**config.mk**
```make
export PLATFORM = sky130hd
export DESIGN_NAME = packed_pixel_to_rgba8
export DESIGN_NICKNAME = d
export VERILOG_FILES = /design/src/sv/pp2rgba_pkg.sv /design/src/sv/packed_pixel_to_rgba8.sv /design/src/sv/pp2rgba_stage.sv /design/src/sv/pp2rgba_unpack.sv
export SDC_FILE = /design/constraint.sdc
export NUM_CORES = 1
export LEC_CHECK = 0
export CAP_MARGIN = 10
export CELL_PAD_IN_SITES_DETAIL_PLACEMENT = 2
export CELL_PAD_IN_SITES_GLOBAL_PLACEMENT = 2
export CORE_ASPECT_RATIO = 0.75
export CORE_MARGIN = 1
export CORE_UTILIZATION = 35
export CTS_CLUSTER_SIZE = 20
export DETAILED_ROUTE_END_ITERATION = 8
export DONT_BUFFER_PORTS = 1
export HOLD_SLACK_MARGIN = 0.03
export PLACE_DENSITY_LB_ADDON = 0.1
export SKIP_CTS_REPAIR_TIMING = 1
export SYNTH_ARGS = -nofsm -noshare
export SYNTH_HDL_FRONTEND = slang
export SYNTH_SLANG_ARGS = --single-unit
```
**constraint.sdc**
```tcl
create_clock -name i_clk -period 9.7 [get_ports i_clk]
set_clock_uncertainty 0.2 [all_clocks]
set_input_delay 0.97 -clock i_clk [delete_from_list [all_inputs] [get_ports i_clk]]
set_output_delay 0.97 -clock i_clk [all_outputs]
set_load 0.02 [all_outputs]
```
**src/sv/pp2rgba_pkg.sv**
```systemverilog
package pp2rgba_pkg;

    localparam int unsigned WORD_W = 32;
    localparam int unsigned CHAN_W = 8;
    localparam int unsigned FMT_W  = 4;
    localparam int unsigned OUT_W  = 40;

    localparam logic [FMT_W-1:0] FMT_RGB888      = 4'd0;
    localparam logic [FMT_W-1:0] FMT_ARGB8888    = 4'd1;
    localparam logic [FMT_W-1:0] FMT_XRGB8888    = 4'd2;
    localparam logic [FMT_W-1:0] FMT_ABGR8888    = 4'd3;
    localparam logic [FMT_W-1:0] FMT_XBGR8888    = 4'd4;
    localparam logic [FMT_W-1:0] FMT_RGB565      = 4'd5;
    localparam logic [FMT_W-1:0] FMT_ARGB1555    = 4'd6;
    localparam logic [FMT_W-1:0] FMT_XRGB1555    = 4'd7;
    localparam logic [FMT_W-1:0] FMT_ARGB4444    = 4'd8;
    localparam logic [FMT_W-1:0] FMT_XRGB4444    = 4'd9;
    localparam logic [FMT_W-1:0] FMT_RGB332      = 4'd10;
    localparam logic [FMT_W-1:0] FMT_ARGB8332    = 4'd11;
    localparam logic [FMT_W-1:0] FMT_ARGB2101010 = 4'd12;

    localparam logic [FMT_W-1:0] FMT_RESET = FMT_ARGB8888;

    localparam logic [CHAN_W-1:0] CHAN_FULL = 8'hFF;

    typedef struct packed {
        logic [6:0]        pad;
        logic              valid_res;
        logic [CHAN_W-1:0] alpha;
        logic [CHAN_W-1:0] blue;
        logic [CHAN_W-1:0] green;
        logic [CHAN_W-1:0] red;
    } t_rgba;

    // 3-bit channel scaled as v*255/7, truncated
    function automatic logic [CHAN_W-1:0] widen3(input logic [2:0] v);
        logic [CHAN_W-1:0] res;
        case (v)
            3'd0:    res = 8'd0;
            3'd1:    res = 8'd36;
            3'd2:    res = 8'd72;
            3'd3:    res = 8'd109;
            3'd4:    res = 8'd145;
            3'd5:    res = 8'd182;
            3'd6:    res = 8'd218;
            default: res = 8'd255;
        endcase
        return res;
    endfunction

endpackage

```
**src/sv/packed_pixel_to_rgba8.sv**
```systemverilog
// An accepted beat moves from the input register to the result register, then on m_axis.
// One beat per cycle unless m_axis stalls; input register, unpack logic, result register.
// A stalled result holds in the result register while one more beat waits in the input one.
// Reset (synchronous, active low) empties both stages and sets the format to ARGB8888.
module packed_pixel_to_rgba8 (
    input  logic        i_clk,
    input  logic        i_rst_n,
    input  logic        i_cfg_wr_en,
    input  logic [3:0]  i_cfg_wr_data,
    input  logic        s_axis_tvalid,
    output logic        s_axis_tready,
    input  logic [31:0] s_axis_tdata,  // pixel_word
    output logic        m_axis_tvalid,
    input  logic        m_axis_tready,
    output logic [39:0] m_axis_tdata   // red, green, blue, alpha, valid_res, zero pad
);

    logic [pp2rgba_pkg::FMT_W-1:0]  r_fmt;
    logic                           s1_valid;
    logic                           s1_ready;
    logic [pp2rgba_pkg::WORD_W-1:0] s1_word;
    pp2rgba_pkg::t_rgba             unpacked;
    pp2rgba_pkg::t_rgba             res;

    always_ff @(posedge i_clk) begin
        if (!i_rst_n) begin
            r_fmt <= pp2rgba_pkg::FMT_RESET;
        end else if (i_cfg_wr_en) begin
            r_fmt <= i_cfg_wr_data;
        end
    end

    pp2rgba_stage #(.W(pp2rgba_pkg::WORD_W)) u_in_stage (
        .i_clk   (i_clk),
        .i_rst_n (i_rst_n),
        .i_valid (s_axis_tvalid),
        .o_ready (s_axis_tready),
        .i_data  (s_axis_tdata),
        .o_valid (s1_valid),
        .i_ready (s1_ready),
        .o_data  (s1_word)
    );

    pp2rgba_unpack u_unpack (
        .i_fmt  (r_fmt),
        .i_word (s1_word),
        .o_res  (unpacked)
    );

    pp2rgba_stage #(.W(pp2rgba_pkg::OUT_W)) u_out_stage (
        .i_clk   (i_clk),
        .i_rst_n (i_rst_n),
        .i_valid (s1_valid),
        .o_ready (s1_ready),
        .i_data  (unpacked),
        .o_valid (m_axis_tvalid),
        .i_ready (m_axis_tready),
        .o_data  (res)
    );

    assign m_axis_tdata = res;

    a_reset_empty: assert property (@(posedge i_clk)
        !i_rst_n |=> !m_axis_tvalid && s_axis_tready)
        else $error("pipeline not empty after reset");

    a_unsupported: assert property (@(posedge i_clk) disable iff (!i_rst_n)
        m_axis_tvalid && !m_axis_tdata[32] |-> m_axis_tdata[31:0] == 32'hFF00_0000)
        else $error("unsupported format result not 0,0,0,255");

    a_no_overrun: assert property (@(posedge i_clk) disable iff (!i_rst_n)
        s1_valid && m_axis_tvalid && !m_axis_tready |-> !s_axis_tready)
        else $error("input taken while both stages full");

    a_pad_zero: assert property (@(posedge i_clk) disable iff (!i_rst_n)
        m_axis_tvalid |-> m_axis_tdata[39:33] == 7'd0)
        else $error("result pad bits not zero");

endmodule

```
**src/sv/pp2rgba_stage.sv**
```systemverilog
module pp2rgba_stage #(
    parameter int unsigned W = 32
) (
    input  logic         i_clk,
    input  logic         i_rst_n,
    input  logic         i_valid,
    output logic         o_ready,
    input  logic [W-1:0] i_data,
    output logic         o_valid,
    input  logic         i_ready,
    output logic [W-1:0] o_data
);

    logic         r_valid;
    logic [W-1:0] r_data;

    assign o_ready = !r_valid || i_ready;
    assign o_valid = r_valid;
    assign o_data  = r_data;

    always_ff @(posedge i_clk) begin
        if (!i_rst_n) begin
            r_valid <= 1'b0;
        end else if (o_ready) begin
            r_valid <= i_valid;
        end
        if (o_ready && i_valid) begin
            r_data <= i_data;
        end
    end

endmodule

```
**src/sv/pp2rgba_unpack.sv**
```systemverilog
module pp2rgba_unpack (
    input  logic [pp2rgba_pkg::FMT_W-1:0]  i_fmt,
    input  logic [pp2rgba_pkg::WORD_W-1:0] i_word,
    output pp2rgba_pkg::t_rgba             o_res
);

    logic [7:0]  b0, b1, b2, b3;
    logic [15:0] h;
    logic [7:0]  r, g, b, a;
    logic        ok;
    logic [7:0]  w10_r, w10_g, w10_b;

    assign b0 = i_word[7:0];
    assign b1 = i_word[15:8];
    assign b2 = i_word[23:16];
    assign b3 = i_word[31:24];
    assign h  = i_word[15:0];

    // (v*255 + 511) / 1023 by reciprocal estimate and one correction step
    function automatic logic [7:0] widen10(input logic [9:0] v);
        logic [17:0] x;
        logic [18:0] est;
        logic [7:0]  q0;
        logic [17:0] rem;
        logic [7:0]  q;
        x   = ({8'd0, v} << 8) - {8'd0, v} + 18'd511;
        est = {1'b0, x} + {11'd0, x[17:10]};
        q0  = est[17:10];
        rem = x - (({10'd0, q0} << 10) - {10'd0, q0});
        q   = (rem >= 18'd1023) ? q0 + 8'd1 : q0;
        return q;
    endfunction

    assign w10_b = widen10(i_word[9:0]);
    assign w10_g = widen10(i_word[19:10]);
    assign w10_r = widen10(i_word[29:20]);

    always_comb begin
        r  = '0;
        g  = '0;
        b  = '0;
        a  = pp2rgba_pkg::CHAN_FULL;
        ok = 1'b1;
        case (i_fmt)
            pp2rgba_pkg::FMT_RGB888, pp2rgba_pkg::FMT_ARGB8888,
            pp2rgba_pkg::FMT_XRGB8888: begin
                b = b0;
                g = b1;
                r = b2;
                if (i_fmt == pp2rgba_pkg::FMT_ARGB8888) a = b3;
            end
            pp2rgba_pkg::FMT_ABGR8888, pp2rgba_pkg::FMT_XBGR8888: begin
                r = b0;
                g = b1;
                b = b2;
                if (i_fmt == pp2rgba_pkg::FMT_ABGR8888) a = b3;
            end
            pp2rgba_pkg::FMT_RGB565: begin
                r = {h[15:11], h[15:13]};
                g = {h[10:5], h[10:9]};
                b = {h[4:0], h[4:2]};
            end
            pp2rgba_pkg::FMT_ARGB1555, pp2rgba_pkg::FMT_XRGB1555: begin
                r = {h[14:10], h[14:12]};
                g = {h[9:5], h[9:7]};
                b = {h[4:0], h[4:2]};
                if (i_fmt == pp2rgba_pkg::FMT_ARGB1555 && !h[15]) a = '0;
            end
            pp2rgba_pkg::FMT_ARGB4444, pp2rgba_pkg::FMT_XRGB4444: begin
                r = {h[11:8], h[11:8]};
                g = {h[7:4], h[7:4]};
                b = {h[3:0], h[3:0]};
                if (i_fmt == pp2rgba_pkg::FMT_ARGB4444) a = {h[15:12], h[15:12]};
            end
            pp2rgba_pkg::FMT_RGB332, pp2rgba_pkg::FMT_ARGB8332: begin
                r = pp2rgba_pkg::widen3(b0[7:5]);
                g = pp2rgba_pkg::widen3(b0[4:2]);
                b = {4{b0[1:0]}};
                if (i_fmt == pp2rgba_pkg::FMT_ARGB8332) a = b1;
            end
            pp2rgba_pkg::FMT_ARGB2101010: begin
                b = w10_b;
                g = w10_g;
                r = w10_r;
                a = {4{i_word[31:30]}};
            end
            default: begin
                ok = 1'b0;
            end
        endcase
    end

    always_comb begin
        o_res.pad       = '0;
        o_res.valid_res = ok;
        o_res.alpha     = a;
        o_res.blue      = b;
        o_res.green     = g;
        o_res.red       = r;
    end

endmodule
```
# Word-level counts from Yosys, hierarchy flattened
# Index checks and enable logic that the tools add are counted.
# totals
register_bits	71
output_inout_bits	42
word_cells	84
# op_classes
add_sub_neg	18
n_lt_le_gt_ge	3
n_eq_ne	24
n_mux	15
reduce_logical	19
# op_table
cell	count
$pmux 8 s7	3
$pmux 8 s6	3
$mux 8	8
$add 18x8->18	3
$add 18x9->18 const B	3
$ge 18x10->1 const B	3
$sub 18x10->18	3
$sub 18x18->18	3
$sub 18x8->18	3
$add 8x1->8 const B	3
$eq 4x4->1 const B	5
$eq 3x3->1 const B	6
$eq 4x3->1 const B	4
$reduce_or 13->1	1
$eq 3x2->1 const B	4
$eq 4x2->1 const B	2
$reduce_or 2->1	4
$eq 3x1->1 const B	2
$logic_not 3->1	2
$reduce_or 3->1	2
$reduce_or 5->1	1
$eq 4x1->1 const B	1
$logic_not 4->1	1
$logic_and 1x1->1	3
other kinds (3)	6

# Logic depth before layout (Yosys ltp)
# logic_depth
depth_word	8
mapped_depth	36

# Hierarchy
# From an unflattened synthesis, not the netlist that was laid out.
# unflattened
hier_cells	1141
area_unflattened_um2	9869.5
# by_module_without_submodules
module	instances	cells_per_inst	area_each_um2	seq_area_each_um2
pp2rgba_unpack	1	1046	7444.6	0.0
pp2rgba_stage (u_out_stage)	1	45	1258.7	1221.2
pp2rgba_stage (u_in_stage)	1	37	1018.5	980.9
packed_pixel_to_rgba8	1	13	147.6	80.1

# Least setup slack after synthesis
# No wires, ideal clock.
# synth_path
path_kind	register to register
from	register u_in_stage.r_data[11] (netlist: u_in_stage.o_data[11])
to	register u_out_stage.r_data[14] (netlist: u_out_stage.o_data[14]) (data pin)
setup_ns	0.266
arrival_time_ns	6.347
path_slack_ns	2.887
stages_incl_launch_ff	34
n_path_buf	1
period_less_slack_ns	6.813
cell_sequence	edfxtp_1 > inv_1 > ha_1 > inv_1 > ha_1 > fa_1 > and3_4 > o21a_1 > o21ai_1 > nand2_1 > inv_1 > ha_1 > a2111oi_0 > nand2_1 > o211a_1 > nand3_1 > inv_1 > ha_1 > inv_1 > ha_1 > inv_1 > ha_1 > o21ai_0 > o21ai_0 > a311o_1 > a31oi_1 > o21bai_1 > a21o_1 > a2111o_1 > buf_6 > and2_4 > or3b_1 > xnor2_1 > o21ai_1
# synth_between
elab_chain_cells	8
word_cells_on_any_way	9
classes_between	add/sub: 6; order compare: 1; mux: 2
# synth_rtl
item	line_no	rtl
from (decl)	pp2rgba_stage.sv:15	logic [W-1:0] r_data;
from (signal assigned)	pp2rgba_stage.sv:28	r_data <= i_data;
$sub 18x10->18 (*)	pp2rgba_unpack.sv:26	x = ({8'd0, v} << 8) - {8'd0, v} + 18'd511;
$add 18x9->18 (*)	pp2rgba_unpack.sv:26	
$add 18x8->18	pp2rgba_unpack.sv:27	est = {1'b0, x} + {11'd0, x[17:10]};
$sub 18x8->18	pp2rgba_unpack.sv:29	rem = x - (({10'd0, q0} << 10) - {10'd0, q0});
$sub 18x18->18	pp2rgba_unpack.sv:29	
$ge 18x10->1	pp2rgba_unpack.sv:30	q = (rem >= 18'd1023) ? q0 + 8'd1 : q0;
$mux 8 (*)	pp2rgba_unpack.sv:30	
$pmux 8 s6 (*)	pp2rgba_unpack.sv:44	case (i_fmt)
via u_out_stage.i_data[14]	pp2rgba_stage.sv:8	input logic [W-1:0] i_data,
to (signal assigned)	pp2rgba_stage.sv:28	
to (decl)	pp2rgba_stage.sv:15	
# Mark *: on every way through the listed nets, which the timed path passes. The rest lies on a longest branch.
# A chain may end at the register's enable or synchronous reset.

# Worst setup path in the final report
# layout_path
from	register u_in_stage.r_data[1] (netlist: u_in_stage.o_data[1])
to	register u_out_stage.r_data[23] (netlist: u_out_stage.o_data[23]) (data pin)
# layout_between
elab_chain_cells	8
word_cells_on_any_way	9
classes_between	add/sub: 6; order compare: 1; mux: 2
# layout_rtl
item	line_no
$sub 18x10->18	pp2rgba_unpack.sv:26
$add 18x9->18	pp2rgba_unpack.sv:26
$add 18x8->18	pp2rgba_unpack.sv:27
$sub 18x8->18	pp2rgba_unpack.sv:29
$sub 18x18->18	pp2rgba_unpack.sv:29
$ge 18x10->1	pp2rgba_unpack.sv:30
$mux 8	pp2rgba_unpack.sv:30
$pmux 8 s6 (*)	pp2rgba_unpack.sv:44
via u_out_stage.i_data[23]	pp2rgba_stage.sv:8
# Marks and branches as above.

==> impl_metrics.csv <==
group,metric,value,unit
grt,grt-ovfl-total,0,
placement,dp_cells,1483,
final_layout,stdcell_count,1500,
cts,cts_root_buf,"clkbuf_16",
final_layout,utilization,38.65,%
yosys,synth.avg_cell_area,8.197,um^2
cts,worstSkewPairLatency,360,ps
final_layout,syn2layout_area_growth,7.034,%
placement,hpwl,29120,um
power,powerDensity,188.8,nW/um^2
yosys,synth_area_leaders,"edfxtp_1 (21%), ha_1 (21%), inv_1 (5.5%)",
cts,cts_made_buffers,9,
sta,hold_viol_final,0,
setup_path,critPathMostFrequentCell,"ha_1",
sta,fin_tns_setup,0,ps
grt,grt_use_total,26.34,%
floorplan,dieWidth,192.4,um
setup_path,critPathTopFamily,"compound AO/OA/AOI/OAI gates",
grt,grt_max_degree,34,
floorplan,die_y,144.8,um
detailed_routing,wire_per_inst,23.87,um
cts,cts_sinks,71,
cts,clk_pin_slew_worst_paths,70,ps
detailed_routing,drc,12,
final_layout,nets,1350,
job,maxCapViolCount,0,
sta,setup_ws,926.1,ps
yosys,synthCells,1161,
setup_path,path_class,"reg2reg",
detailed_routing,vias,8948,
power,cellLeakagePower,4.478,nW
outcome,violations,"design-rule violations",
cts,clk_path_buf_depth,2,
setup_path,setup.worst_path.end_class,"flip-flop",
yosys,synth_cell_type_count,84,
cts,cts_tree,"yes",
yosys,async_reset_ff_share,0,%
setup_path,critPathMaxFanout,9,
yosys,synthFlopType,"edfxtp_1",
yosys,yosysWarnings,0,
sta,rsz0062_at_grt,"no",
yosys,synth_edf_count,65,
placement,dp_slack,1079,ps
sta,relSlewSlack,23.70,%
floorplan,core_area,26350,um^2
sta,maxSlewViolCount,0,
setup_path,critPathMaxStageDelay,530,ps
cts,htreeDepth,3,
detailed_routing,viasPerCell,5.965,
sta,setup_viol,0,
sta,min_period,8774,ps
placement,portBuffers,0,
setup_path,crit_arrival,8670,ps
floorplan,dieArea,27860,um^2
sta,fin_crit_sh,90.45,%
final_layout,n_fill_cell,3049,
sta,fmax,114.0,MHz
yosys,synth_top_cell_by_area,"edfxtp_1",
hold_path,hold_class,"reg2reg",
final_layout,layout-drive-gt1-share,3.810,%
final_layout,layout_common_cells,"ha_1 (156), inv_1 (139), a21oi_1 (83)",
detailed_routing,firstDrtPassIters,7,
grt,antenna_found_initial,2,
sta,worst_slew_pin_slew,1142,ps
setup_path,required,9600,ps
setup_path,critPathBufInv,5,
outcome,status,"finished with violations",
detailed_routing,drt-initial-drc-count,532,
yosys,synth_top_cell_area_share,20.51,%
setup_path,startpoint_type,"flip-flop",
power,peakVddDrop,0.09007,mV
detailed_routing,wirelength,35810,um
floorplan,placementRows,51,
grt,first_global_vias,9513,
yosys,synth-seq-cells,71,
yosys,synth_area,9517,um^2
final_layout,layout_commonest_cell,"ha_1",
floorplan,io_pins,83,
grt,grt_pass1_wl,55680,um
detailed_routing,postRouteAntennaNets,0,
placement,place_congestion,0.8447,
setup_path,worst_path_max_delay_cell,"edfxtp_1",
floorplan,initial_core_util,36.11,%
yosys,yosysSeqAreaShare,21.77,%
[final cells by class]
class | count | area, um^2 | share of cell area [%]
inverter | 139 | 521.8 | 5.122
multi-input combinational | 922 | 6793 | 66.69
antenna | 1 | 2.502 | 0.02457
tap | 344 | 430.4 | 4.226
timing repair buffer | 7 | 52.55 | 0.5159
clock buffer | 10 | 239.0 | 2.346
clock inverter | 6 | 75.07 | 0.7370
sequential | 71 | 2072 | 20.34
[per-stage QoR]
stage	power, mW	hold WS [ps]	instance area [um^2]
after CTS	1.927	348.2	10180
after floorplan	1.225	276.8	9539
final	1.923	341.4	10190
after detailed placement	1.545	339.3	9869
after global placement	1.506	321.2	9869
after global routing	2.065	374.5	10180
[synth_stat cells (all sizes together), types with 9 or more instances]
cell type / n
a211oi: 12
a21o: 16
a21oi: 84
a22oi: 13
and2: 10
and3: 16
buf: 13
clkbuf: 22
edfxtp: 65
ha: 156
inv: 139
mux2i: 15
nand2: 69
nand2b: 16
nand3: 39
nand4: 13
nor2: 73
nor2b: 25
nor3: 40
nor4: 9
o21a: 14
o21ai: 77
o311ai: 10
xnor2: 52
xor2: 18
[flip-flops by register name, summed over array words and instances (netlist names)]
signal and count:
u_out_stage.o_data 33, r_fmt 4, u_in_stage.o_data 32, u_in_stage.o_valid 1, u_out_stage.o_valid 1
[worst reg2reg max path: cells and delay by family (launching register included)]
family | cells | cell delay (ps)
AOI/OAI and AO/OA | 11 | 3060
xor gates and xnor gates | 2 | 650
adders and majority gates | 7 | 2390
buffers and inverters | 5 | 410
DFF | 1 | 530
and+or+nand+nor | 7 | 1300
[per-layer routing]
metal  share of wire (%)  GRT usage (%)
met1                  51          38.51
met2                  42          40.57
met3                 5.7          5.184
met4                0.67          3.357
met5               0.036              0
[final timing paths]
check | startpoint | end | depth (start not counted) | slack (ps)
worst min-delay path | u_in_stage.o_valid$_SDFFE_PN0N_ | u_out_stage.o_valid$_SDFFE_PN0P_ | 1 | 340
worst max-delay path | u_in_stage.o_data[1]$_DFFE_PP_ | u_out_stage.o_data[23]$_DFFE_PP_ | 32 | 930
worst min register to register | u_in_stage.o_valid$_SDFFE_PN0N_ | u_out_stage.o_valid$_SDFFE_PN0P_ | 1 | 340
worst max register to register | u_in_stage.o_data[1]$_DFFE_PP_ | u_out_stage.o_data[23]$_DFFE_PP_ | 32 | 930
[cell families (layout without fill, tap and decap cells)]
logic type               after synthesis  count (layout)  synth area share, %
AO/OA/AOI/OAI                        323             323                22.79
XOR/XNOR                              70              70                6.442
adder cells (fa/ha/maj)              159             159                21.14
buffers and inverters                174             162                7.244
flip-flops                            71              71                21.77
multiplexers                          16              16                1.696
other                                  1               8              0.03940
AND/OR/NAND/NOR                      347             347                18.88
[power breakdown]
| group | leakage (nW) | switching [mW] | internal [mW] |
|---|---|---|---|
| combinational | 3.66 | 0.714 | 0.440 |
| sequential | 0.669 | 0.0434 | 0.361 |
| clock | 0.152 | 0.155 | 0.211 |
| total | 4.48 | 0.911 | 1.01 |
(Power assumes the default switching activity.)
